File: src/rtl/sspi_pkg.sv
// ----------------------------------------------------------------------------
// sspi_pkg
// Types and constants of the serial configuration port sequence checker.
// ----------------------------------------------------------------------------
package sspi_pkg;

   typedef struct packed {
      logic [2:0] func;
      logic       mosi_bit;
   } req_type;

   typedef struct packed {
      logic       miso_bit;
      logic       done_pin;
      logic [3:0] event_code;
      logic [7:0] event_byte;
      logic [2:0] expected_phase;
      logic       last_of_run;
   } rsp_type;

   // One classified request: pin levels plus up to two events.
   typedef struct packed {
      logic       miso;
      logic       done;
      logic [1:0] ev_n;
      logic [3:0] code0;
      logic [7:0] byte0;
      logic [2:0] phase0;
      logic [3:0] code1;
      logic [7:0] byte1;
      logic [2:0] phase1;
   } job_type;

   localparam logic [2:0] FUNC_SCK      = 3'd0;
   localparam logic [2:0] FUNC_SELECT   = 3'd1;
   localparam logic [2:0] FUNC_DESELECT = 3'd2;
   localparam logic [2:0] FUNC_RESET    = 3'd3;
   localparam logic [2:0] FUNC_TICK     = 3'd4;

   localparam logic [1:0] CSR_MIN_ERASE  = 2'd0;
   localparam logic [1:0] CSR_THRESHOLD  = 2'd1;
   localparam logic [1:0] CSR_ID_CODE    = 2'd2;
   localparam logic [1:0] CSR_STAT_INDEX = 2'd3;

   localparam logic [7:0] CMD_STATUS     = 8'h41;
   localparam logic [7:0] CMD_ID         = 8'h11;
   localparam logic [7:0] CMD_WR_ENABLE  = 8'h15;
   localparam logic [7:0] CMD_BULK_ERASE = 8'h05;
   localparam logic [7:0] CMD_INIT       = 8'h12;
   localparam logic [7:0] CMD_WRITE      = 8'h3B;
   localparam logic [7:0] CMD_WR_DISABLE = 8'h3A;
   localparam logic [7:0] CMD_FILL0      = 8'hFF;
   localparam logic [7:0] CMD_FILL1      = 8'hFE;
   localparam logic [7:0] STAT_DONE      = 8'h02;

   localparam logic [2:0] BUS_IDLE  = 3'd0;
   localparam logic [2:0] BUS_CMD   = 3'd1;
   localparam logic [2:0] BUS_DUMMY = 3'd2;
   localparam logic [2:0] BUS_BURST = 3'd3;
   localparam logic [2:0] BUS_ID    = 3'd4;
   localparam logic [2:0] BUS_STAT  = 3'd5;

   localparam logic [2:0] PR_IDLE    = 3'd0;
   localparam logic [2:0] PR_ERASED  = 3'd1;
   localparam logic [2:0] PR_INIT    = 3'd2;
   localparam logic [2:0] PR_WWAIT   = 3'd3;
   localparam logic [2:0] PR_WRITING = 3'd4;

   localparam logic [3:0] EV_NONE    = 4'd0;
   localparam logic [3:0] EV_ENABLE  = 4'd1;
   localparam logic [3:0] EV_ERASE   = 4'd2;
   localparam logic [3:0] EV_INIT    = 4'd3;
   localparam logic [3:0] EV_ID      = 4'd4;
   localparam logic [3:0] EV_STATUS  = 4'd5;
   localparam logic [3:0] EV_WRITE   = 4'd6;
   localparam logic [3:0] EV_DISABLE = 4'd7;
   localparam logic [3:0] EV_UNKNOWN = 4'd8;
   localparam logic [3:0] EV_SEQ     = 4'd9;
   localparam logic [3:0] EV_TIMING  = 4'd10;
   localparam logic [3:0] EV_RESET   = 4'd11;
   localparam logic [3:0] EV_DONE    = 4'd12;

endpackage

File: src/rtl/sspi_config_slave_sequence_checker_core.sv
// ----------------------------------------------------------------------------
// sspi_config_slave_sequence_checker_core
// Slave serial configuration port sequence checker.
// ----------------------------------------------------------------------------
// Each accepted request (SCK edge, select, deselect, reset or tick) yields a
// pin-status response and up to two event responses, the last one flagged by
// last_of_run. The front part updates the port state in the cycle a request
// is accepted and pushes one job into a two-entry queue; the back part emits
// one response per cycle from that queue unless rsp_ready stalls it. A request
// is taken every cycle while the queue has room, so throughput is one request
// per cycle when it causes only a pin status, and one per response otherwise,
// set by the single response register. A job passes the queue, then the
// response register. Registers are to be written through the csr_ port only
// while idle; the block does not enforce it. Each index names a register.
module sspi_config_slave_sequence_checker_core #(
   parameter int TICK_WIDTH = 24
) (
   input  logic              clock,
   input  logic              reset,
   input  logic              req_valid,
   output logic              req_ready,
   input  sspi_pkg::req_type req_data,
   output logic              rsp_valid,
   input  logic              rsp_ready,
   output sspi_pkg::rsp_type rsp_data,
   input  logic              csr_valid,
   output logic              csr_ready,
   input  logic [1:0]        csr_index,
   input  logic [31:0]       csr_data
);

   logic [23:0]       min_erase_ff;
   logic [31:0]       threshold_ff;
   logic [7:0]        id_code_ff;
   logic [7:0]        stat_index_ff;
   logic              full, avail, pop, take;
   sspi_pkg::job_type job, head;

   // Configuration registers are always writable.
   assign csr_ready = 1'b1;

   always_ff @(posedge clock) begin
      if (reset) begin
         min_erase_ff  <= 24'd192000;
         threshold_ff  <= 32'd100;
         id_code_ff    <= 8'h11;
         stat_index_ff <= 8'd6;
      end else if (csr_valid) begin
         case (csr_index)
            sspi_pkg::CSR_MIN_ERASE:  min_erase_ff  <= csr_data[23:0];
            sspi_pkg::CSR_THRESHOLD:  threshold_ff  <= csr_data;
            sspi_pkg::CSR_ID_CODE:    id_code_ff    <= csr_data[7:0];
            sspi_pkg::CSR_STAT_INDEX: stat_index_ff <= csr_data[7:0];
            default: begin
            end
         endcase
      end
   end

   assign req_ready = !full;
   assign take      = req_valid && req_ready;

   sspi_front #(.TICK_WIDTH(TICK_WIDTH)) u_front (
      .clock(clock), .reset(reset), .take(take), .req(req_data),
      .min_erase_ticks(min_erase_ff), .done_byte_threshold(threshold_ff),
      .id_code_byte(id_code_ff), .status_done_byte_index(stat_index_ff),
      .job(job)
   );

   sspi_queue u_queue (
      .clock(clock), .reset(reset), .push(take), .push_job(job), .full(full),
      .pop(pop), .avail(avail), .head(head)
   );

   sspi_back u_back (
      .clock(clock), .reset(reset), .avail(avail), .head(head), .pop(pop),
      .rsp_valid(rsp_valid), .rsp_ready(rsp_ready), .rsp(rsp_data)
   );

endmodule

File: src/rtl/sspi_front.sv
// ----------------------------------------------------------------------------
// sspi_front
// Protocol state: takes each request, updates the port state and emits one
// job that lists the pin levels and events the request caused.
// ----------------------------------------------------------------------------
module sspi_front #(
   parameter int TICK_WIDTH = 24
) (
   input  logic                clock,
   input  logic                reset,
   input  logic                take,
   input  sspi_pkg::req_type   req,
   input  logic [23:0]         min_erase_ticks,
   input  logic [31:0]         done_byte_threshold,
   input  logic [7:0]          id_code_byte,
   input  logic [7:0]          status_done_byte_index,
   output sspi_pkg::job_type   job
);

   logic [7:0]            in_shift_ff, in_shift_in;
   logic [2:0]            bit_count_ff, bit_count_in;
   logic [7:0]            out_shift_ff, out_shift_in;
   logic [2:0]            bus_ff, bus_in;
   logic [2:0]            proto_ff, proto_in;
   logic [31:0]           bytes_ff, bytes_in;
   logic                  done_flag_ff, done_flag_in;
   logic                  done_out_ff, done_out_in;
   logic                  miso_ff, miso_in;
   logic [TICK_WIDTH-1:0] since_ff, since_in;
   logic [1:0]            ev_n;
   logic [3:0]            code [2];
   logic [7:0]            evb [2];
   logic [2:0]            evp [2];
   logic [7:0]            cmd;
   logic [31:0]           bytes_inc;
   logic [32:0]           since_wide;
   logic                  erase_short;

   // The tick count and the 24-bit register are both widened to 33 bits.
   assign since_wide  = 33'(since_ff);
   assign erase_short = since_wide < {9'd0, min_erase_ticks};

   always_comb begin
      in_shift_in  = in_shift_ff;
      bit_count_in = bit_count_ff;
      out_shift_in = out_shift_ff;
      bus_in       = bus_ff;
      proto_in     = proto_ff;
      bytes_in     = bytes_ff;
      done_flag_in = done_flag_ff;
      done_out_in  = done_out_ff;
      miso_in      = miso_ff;
      since_in     = since_ff;
      ev_n         = 2'd0;
      code[0] = sspi_pkg::EV_NONE; code[1] = sspi_pkg::EV_NONE;
      evb[0] = 8'd0; evb[1] = 8'd0; evp[0] = 3'd0; evp[1] = 3'd0;
      cmd = {in_shift_ff[6:0], req.mosi_bit};
      bytes_inc = (bytes_ff != 32'hFFFF_FFFF) ? bytes_ff + 32'd1 : bytes_ff;
      unique case (req.func)
         sspi_pkg::FUNC_SCK: begin
            in_shift_in = cmd;
            if (bus_ff == sspi_pkg::BUS_ID || bus_ff == sspi_pkg::BUS_STAT) begin
               miso_in      = out_shift_ff[7];
               out_shift_in = {out_shift_ff[6:0], 1'b0};
            end
            if (bit_count_ff != 3'd7) begin
               bit_count_in = bit_count_ff + 3'd1;
            end else begin
               bit_count_in = 3'd0;
               if (bus_ff == sspi_pkg::BUS_BURST) begin
                  bytes_in = bytes_inc;
               end else if (bus_ff == sspi_pkg::BUS_ID) begin
                  out_shift_in = 8'd0;
               end else if (bus_ff == sspi_pkg::BUS_STAT) begin
                  bytes_in = bytes_inc;
                  out_shift_in = (bytes_inc == {24'd0, status_done_byte_index} && done_flag_ff)
                                 ? sspi_pkg::STAT_DONE : 8'd0;
               end else if (bus_ff == sspi_pkg::BUS_CMD) begin
                  bus_in = sspi_pkg::BUS_DUMMY;
                  unique case (cmd)
                     sspi_pkg::CMD_BULK_ERASE: begin
                        since_in = '0; proto_in = sspi_pkg::PR_ERASED; done_flag_in = 1'b0;
                        code[0] = sspi_pkg::EV_ERASE; ev_n = 2'd1;
                     end
                     sspi_pkg::CMD_INIT: begin
                        if (proto_ff != sspi_pkg::PR_ERASED) begin
                           code[0] = sspi_pkg::EV_SEQ; evb[0] = cmd; evp[0] = proto_ff;
                           proto_in = sspi_pkg::PR_INIT;
                           code[1] = sspi_pkg::EV_INIT; ev_n = 2'd2;
                        end else if (erase_short) begin
                           code[0] = sspi_pkg::EV_TIMING;
                           code[1] = sspi_pkg::EV_INIT; ev_n = 2'd2;
                        end else begin
                           proto_in = sspi_pkg::PR_INIT;
                           code[0] = sspi_pkg::EV_INIT; ev_n = 2'd1;
                        end
                     end
                     sspi_pkg::CMD_WR_ENABLE: begin
                        if (proto_ff == sspi_pkg::PR_INIT) proto_in = sspi_pkg::PR_WWAIT;
                        code[0] = sspi_pkg::EV_ENABLE; ev_n = 2'd1;
                     end
                     sspi_pkg::CMD_WRITE: begin
                        proto_in = sspi_pkg::PR_WRITING; bytes_in = 32'd0;
                        bus_in = sspi_pkg::BUS_BURST;
                        if (proto_ff != sspi_pkg::PR_WWAIT) begin
                           code[0] = sspi_pkg::EV_SEQ; evb[0] = cmd; evp[0] = proto_ff;
                           code[1] = sspi_pkg::EV_WRITE; ev_n = 2'd2;
                        end else begin
                           code[0] = sspi_pkg::EV_WRITE; ev_n = 2'd1;
                        end
                     end
                     sspi_pkg::CMD_WR_DISABLE: begin
                        code[0] = sspi_pkg::EV_DISABLE; ev_n = 2'd1;
                        if (bytes_ff > done_byte_threshold) begin
                           done_out_in = 1'b1; done_flag_in = 1'b1;
                           code[1] = sspi_pkg::EV_DONE; ev_n = 2'd2;
                        end
                     end
                     sspi_pkg::CMD_ID: begin
                        out_shift_in = id_code_byte; bus_in = sspi_pkg::BUS_ID;
                        code[0] = sspi_pkg::EV_ID; ev_n = 2'd1;
                     end
                     sspi_pkg::CMD_STATUS: begin
                        bytes_in = 32'd0; bus_in = sspi_pkg::BUS_STAT;
                        code[0] = sspi_pkg::EV_STATUS; ev_n = 2'd1;
                     end
                     sspi_pkg::CMD_FILL0, sspi_pkg::CMD_FILL1: begin
                     end
                     default: begin
                        code[0] = sspi_pkg::EV_UNKNOWN; evb[0] = cmd; ev_n = 2'd1;
                     end
                  endcase
               end
            end
         end
         sspi_pkg::FUNC_SELECT: begin
            bus_in = sspi_pkg::BUS_CMD; bit_count_in = 3'd0; in_shift_in = 8'd0;
         end
         sspi_pkg::FUNC_DESELECT: bus_in = sspi_pkg::BUS_IDLE;
         sspi_pkg::FUNC_RESET: begin
            done_out_in = 1'b0; done_flag_in = 1'b0;
            proto_in = sspi_pkg::PR_IDLE; bus_in = sspi_pkg::BUS_IDLE;
            code[0] = sspi_pkg::EV_RESET; ev_n = 2'd1;
         end
         sspi_pkg::FUNC_TICK: begin
            if (since_ff != {TICK_WIDTH{1'b1}}) since_in = since_ff + TICK_WIDTH'(1);
         end
         default: begin
         end
      endcase
   end

   assign job = '{miso: miso_in, done: done_out_in, ev_n: ev_n,
                  code0: code[0], byte0: evb[0], phase0: evp[0],
                  code1: code[1], byte1: evb[1], phase1: evp[1]};

   always_ff @(posedge clock) begin
      if (reset) begin
         in_shift_ff  <= '0;
         bit_count_ff <= '0;
         out_shift_ff <= '0;
         bus_ff       <= sspi_pkg::BUS_IDLE;
         proto_ff     <= sspi_pkg::PR_IDLE;
         bytes_ff     <= '0;
         done_flag_ff <= 1'b0;
         done_out_ff  <= 1'b0;
         miso_ff      <= 1'b0;
         since_ff     <= '0;
      end else if (take) begin
         in_shift_ff  <= in_shift_in;
         bit_count_ff <= bit_count_in;
         out_shift_ff <= out_shift_in;
         bus_ff       <= bus_in;
         proto_ff     <= proto_in;
         bytes_ff     <= bytes_in;
         done_flag_ff <= done_flag_in;
         done_out_ff  <= done_out_in;
         miso_ff      <= miso_in;
         since_ff     <= since_in;
      end
   end

endmodule

File: src/rtl/sspi_queue.sv
// ----------------------------------------------------------------------------
// sspi_queue
// Two-entry job queue between the front and back parts.
// ----------------------------------------------------------------------------
module sspi_queue (
   input  logic              clock,
   input  logic              reset,
   input  logic              push,
   input  sspi_pkg::job_type push_job,
   output logic              full,
   input  logic              pop,
   output logic              avail,
   output sspi_pkg::job_type head
);

   sspi_pkg::job_type slot_ff [2];
   logic              wr_ff, rd_ff;
   logic [1:0]        cnt_ff;

   assign full  = cnt_ff == 2'd2;
   assign avail = cnt_ff != 2'd0;
   assign head  = slot_ff[rd_ff];

   always_ff @(posedge clock) begin
      if (push) slot_ff[wr_ff] <= push_job;
      if (reset) begin
         wr_ff  <= 1'b0;
         rd_ff  <= 1'b0;
         cnt_ff <= 2'd0;
      end else begin
         if (push) wr_ff <= ~wr_ff;
         if (pop)  rd_ff <= ~rd_ff;
         cnt_ff <= cnt_ff + {1'b0, push} - {1'b0, pop};
      end
   end

endmodule

File: src/rtl/sspi_back.sv
// ----------------------------------------------------------------------------
// sspi_back
// Result sequencer: unrolls each job into its pin-status result and events,
// one result per cycle while rsp_ready allows, into a registered output.
// ----------------------------------------------------------------------------
module sspi_back (
   input  logic              clock,
   input  logic              reset,
   input  logic              avail,
   input  sspi_pkg::job_type head,
   output logic              pop,
   output logic              rsp_valid,
   input  logic              rsp_ready,
   output sspi_pkg::rsp_type rsp
);

   logic              valid_ff;
   sspi_pkg::rsp_type rsp_ff, rsp_in;
   logic [1:0]        idx_ff;
   logic              load;
   logic              last;

   assign load = avail && (!valid_ff || rsp_ready);
   assign last = idx_ff == head.ev_n;
   assign pop  = load && last;

   always_comb begin
      rsp_in.miso_bit = head.miso;
      rsp_in.done_pin = head.done;
      rsp_in.last_of_run = last;
      case (idx_ff)
         2'd1: begin
            rsp_in.event_code = head.code0; rsp_in.event_byte = head.byte0;
            rsp_in.expected_phase = head.phase0;
         end
         2'd2: begin
            rsp_in.event_code = head.code1; rsp_in.event_byte = head.byte1;
            rsp_in.expected_phase = head.phase1;
         end
         default: begin
            rsp_in.event_code = sspi_pkg::EV_NONE; rsp_in.event_byte = 8'd0;
            rsp_in.expected_phase = 3'd0;
         end
      endcase
   end

   always_ff @(posedge clock) begin
      if (load) rsp_ff <= rsp_in;
      if (reset) begin
         valid_ff <= 1'b0;
         idx_ff   <= 2'd0;
      end else begin
         if (load) valid_ff <= 1'b1;
         else if (rsp_ready) valid_ff <= 1'b0;
         if (load) idx_ff <= last ? 2'd0 : idx_ff + 2'd1;
      end
   end

   assign rsp_valid = valid_ff;
   assign rsp       = rsp_ff;

endmodule

File: config.mk
export PLATFORM = sky130hd
export DESIGN_NAME = sspi_config_slave_sequence_checker_core
export DESIGN_NICKNAME = d
export VERILOG_FILES = /design/src/rtl/sspi_pkg.sv /design/src/rtl/sspi_config_slave_sequence_checker_core.sv /design/src/rtl/sspi_front.sv /design/src/rtl/sspi_queue.sv /design/src/rtl/sspi_back.sv
export SDC_FILE = /design/constraint.sdc
export NUM_CORES = 1
export LEC_CHECK = 0
export ABC_CLOCK_PERIOD_IN_PS = 2920
export BUFFER_PORTS_ARGS = -buffer_cell sky130_fd_sc_hd__buf_2
export CORE_AREA = 2 2 166 168
export CTS_CLUSTER_DIAMETER = 40
export DETAILED_ROUTE_END_ITERATION = 8
export DIE_AREA = 0 0 168 170
export PLACE_DENSITY = 0.64
export SLEW_MARGIN = 20
export SYNTH_ARGS = -nofsm -noshare
export SYNTH_HDL_FRONTEND = slang
export SYNTH_SLANG_ARGS = --single-unit
File: constraint.sdc
create_clock -name clock -period 2.92 [get_ports clock]
set_input_delay 0 -clock clock [delete_from_list [all_inputs] [get_ports clock]]
set_output_delay 0 -clock clock [all_outputs]
set_load 0.01 [all_outputs]
==> results of run 1 <==
[how the worst max path moves through the flow]
stage | start | end | slack [ps] | cells after the start
after floorplan | u_front.bytes_ff[3] | u_front.out_shift_ff[1] | 70 | 9
after global placement | u_front.bytes_ff[0] | u_front.out_shift_ff[1] | 160 | 8
after detailed placement | u_front.bytes_ff[0] | u_front.out_shift_ff[1] | 70 | 9
after CTS | u_front.bytes_ff[0] | u_front.out_shift_ff[1] | 50 | 9
after global routing | u_front.bit_count_ff[0] | u_front.since_ff[15] | -10 | 11
final | u_front.bytes_ff[7] | u_front.out_shift_ff[1] | 170 | 8
[timing repair]
item / 4_1_cts / 5_1_grt
gates resized for setup: 0 / 12
setup endpoints to repair: 0 / 22
setup buffers: 0 / 1
hold buffers: 37 / 0
hold endpoints to repair: 77 / 0
[sequential cells by signal, indices dropped and copies added, names as in the netlist, named ones only]
name and flops:
u_front.done_out_ff 1, u_queue.rd_ff 1, u_queue.cnt_ff 2, u_back.idx_ff 2, threshold_ff 32, min_erase_ff 24, u_queue.slot_ff 46, u_front.done_flag_ff 1
u_front.miso_ff 1, u_queue.wr_ff 1, u_back.rsp 18, u_front.proto_ff 3, id_code_ff 8, u_front.bit_count_ff 3, u_front.out_shift_ff 8, stat_index_ff 8
u_front.in_shift_ff 7, u_front.bytes_ff 32, u_front.since_ff 24, u_back.rsp_valid 1, u_front.bus_ff 3
[area by class of cell]
type                    count  area (um2)
diodes                      1        2.50
clock buffers              42         976
clock inverters            24         238
fillers                  2413       12100
inverters                  84         315
multi-input cells        1017        6140
flip-flops and latches    227        5190
well taps                 341         427
repair buffers            179        1310
[per-stage QoR]
step,instances,total power [mW],TNS [ps]
floorplan,1404,4.40,0
global placement,1810,4.73,0
detailed placement,1810,4.76,0
CTS,1913,9.05,0
global route,1915,9.31,-13.1
finish,1915,8.96,0
[power by group]
part	internal, mW	switching [mW]
Sequential	3.55	0.0922
Combinational	0.442	0.636
Clock	2.63	1.61
Total	6.62	2.34
[per-layer routing]
layer / share of wire, % / routed length (um)
met1: 44 / 14000
met4: 3.3 / 1060
met2: 47 / 14800
met3: 5.5 / 1740
met5: 0 / 0
[critical path, stage by stage, from the launching register on]
cell and delay [ps]:
dfxtp_1 330, nand4_1 180, or4_1 540, a2111o_2 470, nor2_2 120, xnor2_1 130
o221ai_1 120, or4b_1 550, o41ai_2 190
[cells in the final DEF, fill, tap and decap left out, drive strengths merged, types with 11 or more instances in the layout]
| cell | instances |
|---|---|
| and3 | 16 |
| a21o | 17 |
| or3 | 14 |
| nor2 | 129 |
| xnor2 | 32 |
| a21oi | 155 |
| dlygate4sd3 | 37 |
| o21ai | 45 |
| and4 | 11 |
| buf | 142 |
| a211oi | 16 |
| edfxtp | 64 |
| ha | 63 |
| inv | 90 |
| nor4 | 16 |
| nand2 | 215 |
| nand3 | 48 |
| clkinv | 14 |
| dfxtp | 163 |
| nand2b | 11 |
| nor3 | 31 |
| o211ai | 14 |
| xor2 | 12 |
| nand4 | 34 |
| and2 | 15 |
| mux2i | 17 |
| clkbuf | 42 |
[cells by family (layout without fill, tap and decap cells)]
family	Yosys count	after routing	synth area share (%)
and+or+nand+nor	577	577	23.5
AOI/OAI and AO/OA	305	305	15.5
DFF	227	227	43.6
buffers and inverters	160	329	5.23
adders and majority gates	63	63	6.63
xor gates and xnor gates	44	44	3.24
muxes	27	27	2.38
other	1	2	0.0315
==> results.cfg, run 1 <==
[run_status]
status = finished clean

[synth]
synthesis.area_mm2 = 0.0119
synth_warnings = 0
synthTopCellsByCount = nand2_1 (213), dfxtp_1 (163), a21oi_1 (155), nor2_1 (129), inv_1 (83)
async_flop_share_pct = 0
yosysUniqueCellTypes = 75
synth_most_common_cell = nand2_1
yosys.area.top_type = dfxtp_1
syn_nets = 1510
synthCells = 1404
synth.area.top_cells = dfxtp_1 (27%), edfxtp_1 (16%), nand2_1 (6.7%)
ys.flop_type = dfxtp_1
synthDominantCellAreaShare_pct = 27.4
seq_area_frac_synth_pct = 43.6
synth_seq_cells = 227
synth_edf_count = 64
avgSynthCellArea_um2 = 8.47

[min_path]
min_to = u_front.out_shift_ff[7]
min_path_type = in -> reg
hold_depth = 3
worstHoldStart = reset

[cells_and_area]
syn_to_final_growth_pct = 22.7
layout.nets = 1652
finish.utilization_pct = 54.8
drive_gt1_share_pct = 15.7
stdcell_area_mm2 = 0.0146

[power_and_ir_drop]
irDropWorstVdd_v = 0.000501
p_leak_nw = 5.68
powerDensity_mw_per_mm2 = 614

[setup_path]
required_ps = 3330
worstSetupPathType = reg -> reg
r2r-start = u_front.bytes_ff[7]
critPathArrivalTime_ps = 3160
crit_path_start_kind = flop
rrSetupSlack_ps = 170
reg2reg_depth = 8
endpoint_kind = flop
r2r_end = u_front.out_shift_ff[1]
crit_fanout = 3

[clock_network]
cts_tree = yes
htree_levels = 2
cts_sinks = 227
clkSlewWorstSetupHoldPaths_ps = 50
cts_inserted_buffers = 37
clkLatencyLatePin_ps = 520
root_buffer = clkbuf_16
max-clock-path-buffers = 3

[sta]
finClkSkew_ps = 20.4
hold_violations = 0
slew_viol_final = 0
fin_hold_ws_ps = 29.4
fin_crit_ps = 2750
fmax_mhz = 364
timing.final.crit_share_pct = 94.2
worst_pin_slew_ps = 1020
slew_headroom_pct = 32.0
setup-violations-final = 0
worst_slack_ps = 170

[global_route]
grt_use_met2_pct = 37.1
grt_pass1_vias = 10100
grt_util_met3_pct = 3.47
grt_pass1_wl_mm = 51.3
use_met1_pct = 28.8
top_usage_layer = met2
grt_usage_pct = 22.1
grt_start_max_net_pins = 91
antenna_found_initial = 1
overflow = 0

[job]
drv_cap = 0

[floorplanning]
dieArea_mm2 = 0.0286
die_x_um = 168
rows = 60
die_h_um = 170
start_util_pct = 44.6
pin_count = 64
core-area_mm2 = 0.0267

[route]
antenna_left = 0
firstDrtPassIters = 5
wl_per_cell_um = 16.5
wl_mm = 31.6
drt_iter0_drc = 676
drc_errors = 0
routed_via_density = 5.51
num_vias = 10500

[placement]
postPlaceCellArea_mm2 = 0.0130
port_buffers = 62
place_hpwl_mm = 22.5
dp_worst_setup_slack_ps = 67.9
place_congestion = 0.973
Note: power is estimated with default switching activity, not from simulation.
==> run 2: changes to the inputs <==
--- a/config.mk
+++ b/config.mk
@@ -11,7 +11,6 @@
 export CTS_CLUSTER_DIAMETER = 40
 export DETAILED_ROUTE_END_ITERATION = 8
 export DIE_AREA = 0 0 168 170
-export PLACE_DENSITY = 0.64
 export SLEW_MARGIN = 20
 export SYNTH_ARGS = -nofsm -noshare
 export SYNTH_HDL_FRONTEND = slang
==> run 2 against run 1 <==
  * Fmax fell by 1.4%
  * First-iteration DRC count rose by 17%
  * Via count fell by 0.13%
  * Largest power group unchanged
==> results.cfg, run 2 (synthesis gave the netlist of run 1 again) <==
[run_status]
status = finished clean

[cells_and_area]
fill_cells = 2470
multiInputGateArea_mm2 = 0.00611
syn_to_final_growth_pct = 22.2
regMostFlops = u_queue.slot_ff
final_cell_mix = nand2_1 (213), dfxtp_1 (163), a21oi_1 (155)
drive_gt1_share_pct = 15.2
largest_reg_flops = 46
antenna_cells = 0
layout.nets = 1646
top_regs = u_queue.slot_ff: 46 flops, threshold_ff: 32 flops, u_front.bytes_ff: 32 flops
seq_area_mm2 = 0.00518
layout_commonest_cell = nand2_1

[route]
num_vias = 10500
routed_via_density = 5.52
drt_iter0_drc = 789
firstDrtPassIters = 7
drc_errors = 0
antenna_left = 0
wl_per_cell_um = 16.8
wl_mm = 32.2

[setup_path]
cp_num_buf_inv = 0
critPathArrivalTime_ps = 3210
endpoint_kind = flop
crit_path_top_delay_cell = or4_1
crit_fanout = 3
worstSetupPathType = reg -> reg
crit_path_cell_trace = nand4_1, or4_1, a2111o_2, nor2_1, xnor2_1, o221ai_1, or4b_1, o41ai_2
max_stage_delay_ps = 550
required_ps = 3340
path_depth = 8
crit_path_start_kind = flop
critPathTopFamily = simple AND/OR/NAND/NOR gates
reg2reg_depth = 8

[power_and_ir_drop]
p_seq_share_pct = 40.3
switching_share_pct = 26.6
power.share.combinational_pct = 11.7
p_leak_nw = 5.64
irDropWorstVdd_v = 0.000418
powerDensity_mw_per_mm2 = 622
switchingPower_mw = 2.41
p_int_mw = 6.63
clock_power_share_pct = 48.0
p_total_mw = 9.04

[floorplanning]
die_x_um = 168
dieArea_mm2 = 0.0286
rows = 60
pin_count = 64
start_util_pct = 44.6
core-area_mm2 = 0.0267
die_h_um = 170

[global_route]
antenna_found_initial = 0
overflow = 0
grt_pass1_vias = 10100
grt_usage_pct = 22.6
grt_start_max_net_pins = 67
grt_pass1_wl_mm = 52.4

[clock_network]
root_buffer = clkbuf_16
cts_sinks = 227
cts_tree = yes
max-clock-path-buffers = 3
clkLatencyLatePin_ps = 530
cts_inserted_buffers = 36
clkSlewWorstSetupHoldPaths_ps = 60
htree_levels = 2

[sta]
hold_violations = 0
finalSetupTns_ps = 0
fin_crit_ps = 2790
timing.final.crit_share_pct = 95.5
slew_headroom_pct = 49.9
finClkSkew_ps = 19.3
fmax_mhz = 359
rsz0062_at_grt = no
setup-violations-final = 0
worst_pin_slew_ps = 751
slew_viol_final = 0
worst_slack_ps = 132

[placement]
dp_worst_setup_slack_ps = 153
place_hpwl_mm = 23.3
place_congestion = 0.938
port_buffers = 62

[min_path]
min_path_type = in -> reg
hold_depth = 4

[job]
drv_cap = 0
## run 2: worst paths after layout
check | end | start | slack [ps]
setup reg to reg | u_front.out_shift_ff[1] | u_front.bytes_ff[8] | 130
hold reg to reg | id_code_ff[3] | id_code_ff[3] | 450
setup / recovery | u_front.out_shift_ff[1] | u_front.bytes_ff[8] | 130
hold / removal | id_code_ff[3] | csr_index[0] | 30
## run 2: area by class of cell
class | instances | share of cell area, %
flip-flops and latches | 227 | 35.7
multi-input cells | 1017 | 42.1
clock inverters | 27 | 2.13
clock buffers | 39 | 6.41
repair buffers | 174 | 8.64
well taps | 341 | 2.93
inverters | 84 | 2.17
## run 2: stage by stage
step | area (um2) | instances | util, % | hold WS, ps
after detailed placement | 12900 | 1807 | 48.5 | 252
final | 14500 | 1909 | 54.6 | 27.3
after global routing | 14500 | 1909 | 54.6 | 68.9
after CTS | 14500 | 1909 | 54.5 | 1.99
after floorplan | 11900 | 1404 | - | 124
after global placement | 12900 | 1807 | 48.5 | 243
## run 2: routing by layer
layer  GRT usage [%]  vias up  routed length [um]
met4            8.20        0                1010
met3            3.02       69                1490
met1            30.1     4933               14600
met5               0        -                   0
li1                -     5228                   -
met2            37.7      300               15100
## run 2: power by group through the flow
stage / registers (mW) / clock network (mW) / logic [mW]
2_1_floorplan: 3.74 / 0 / 0.661
3_3_place_gp: 3.70 / 0 / 1.03
3_5_place_dp: 3.71 / 0 / 1.04
4_1_cts: 3.64 / 4.41 / 1.08
5_1_grt: 3.67 / 4.54 / 1.19
6_report: 3.64 / 4.34 / 1.06
## run 2: what timing repair did
item	4_1_cts	5_1_grt
hold buffers	36	0
resized for setup	0	4
buffers inserted	0	0
hold endpoints to repair	78	0
endpoints found under the setup margin	0	15
## run 2: tightest hold or removal path, delay by kind of cell
kind,cells,cell delay [ps]
simple gates,2,270
buf+inv,1,180
compound gates,1,50
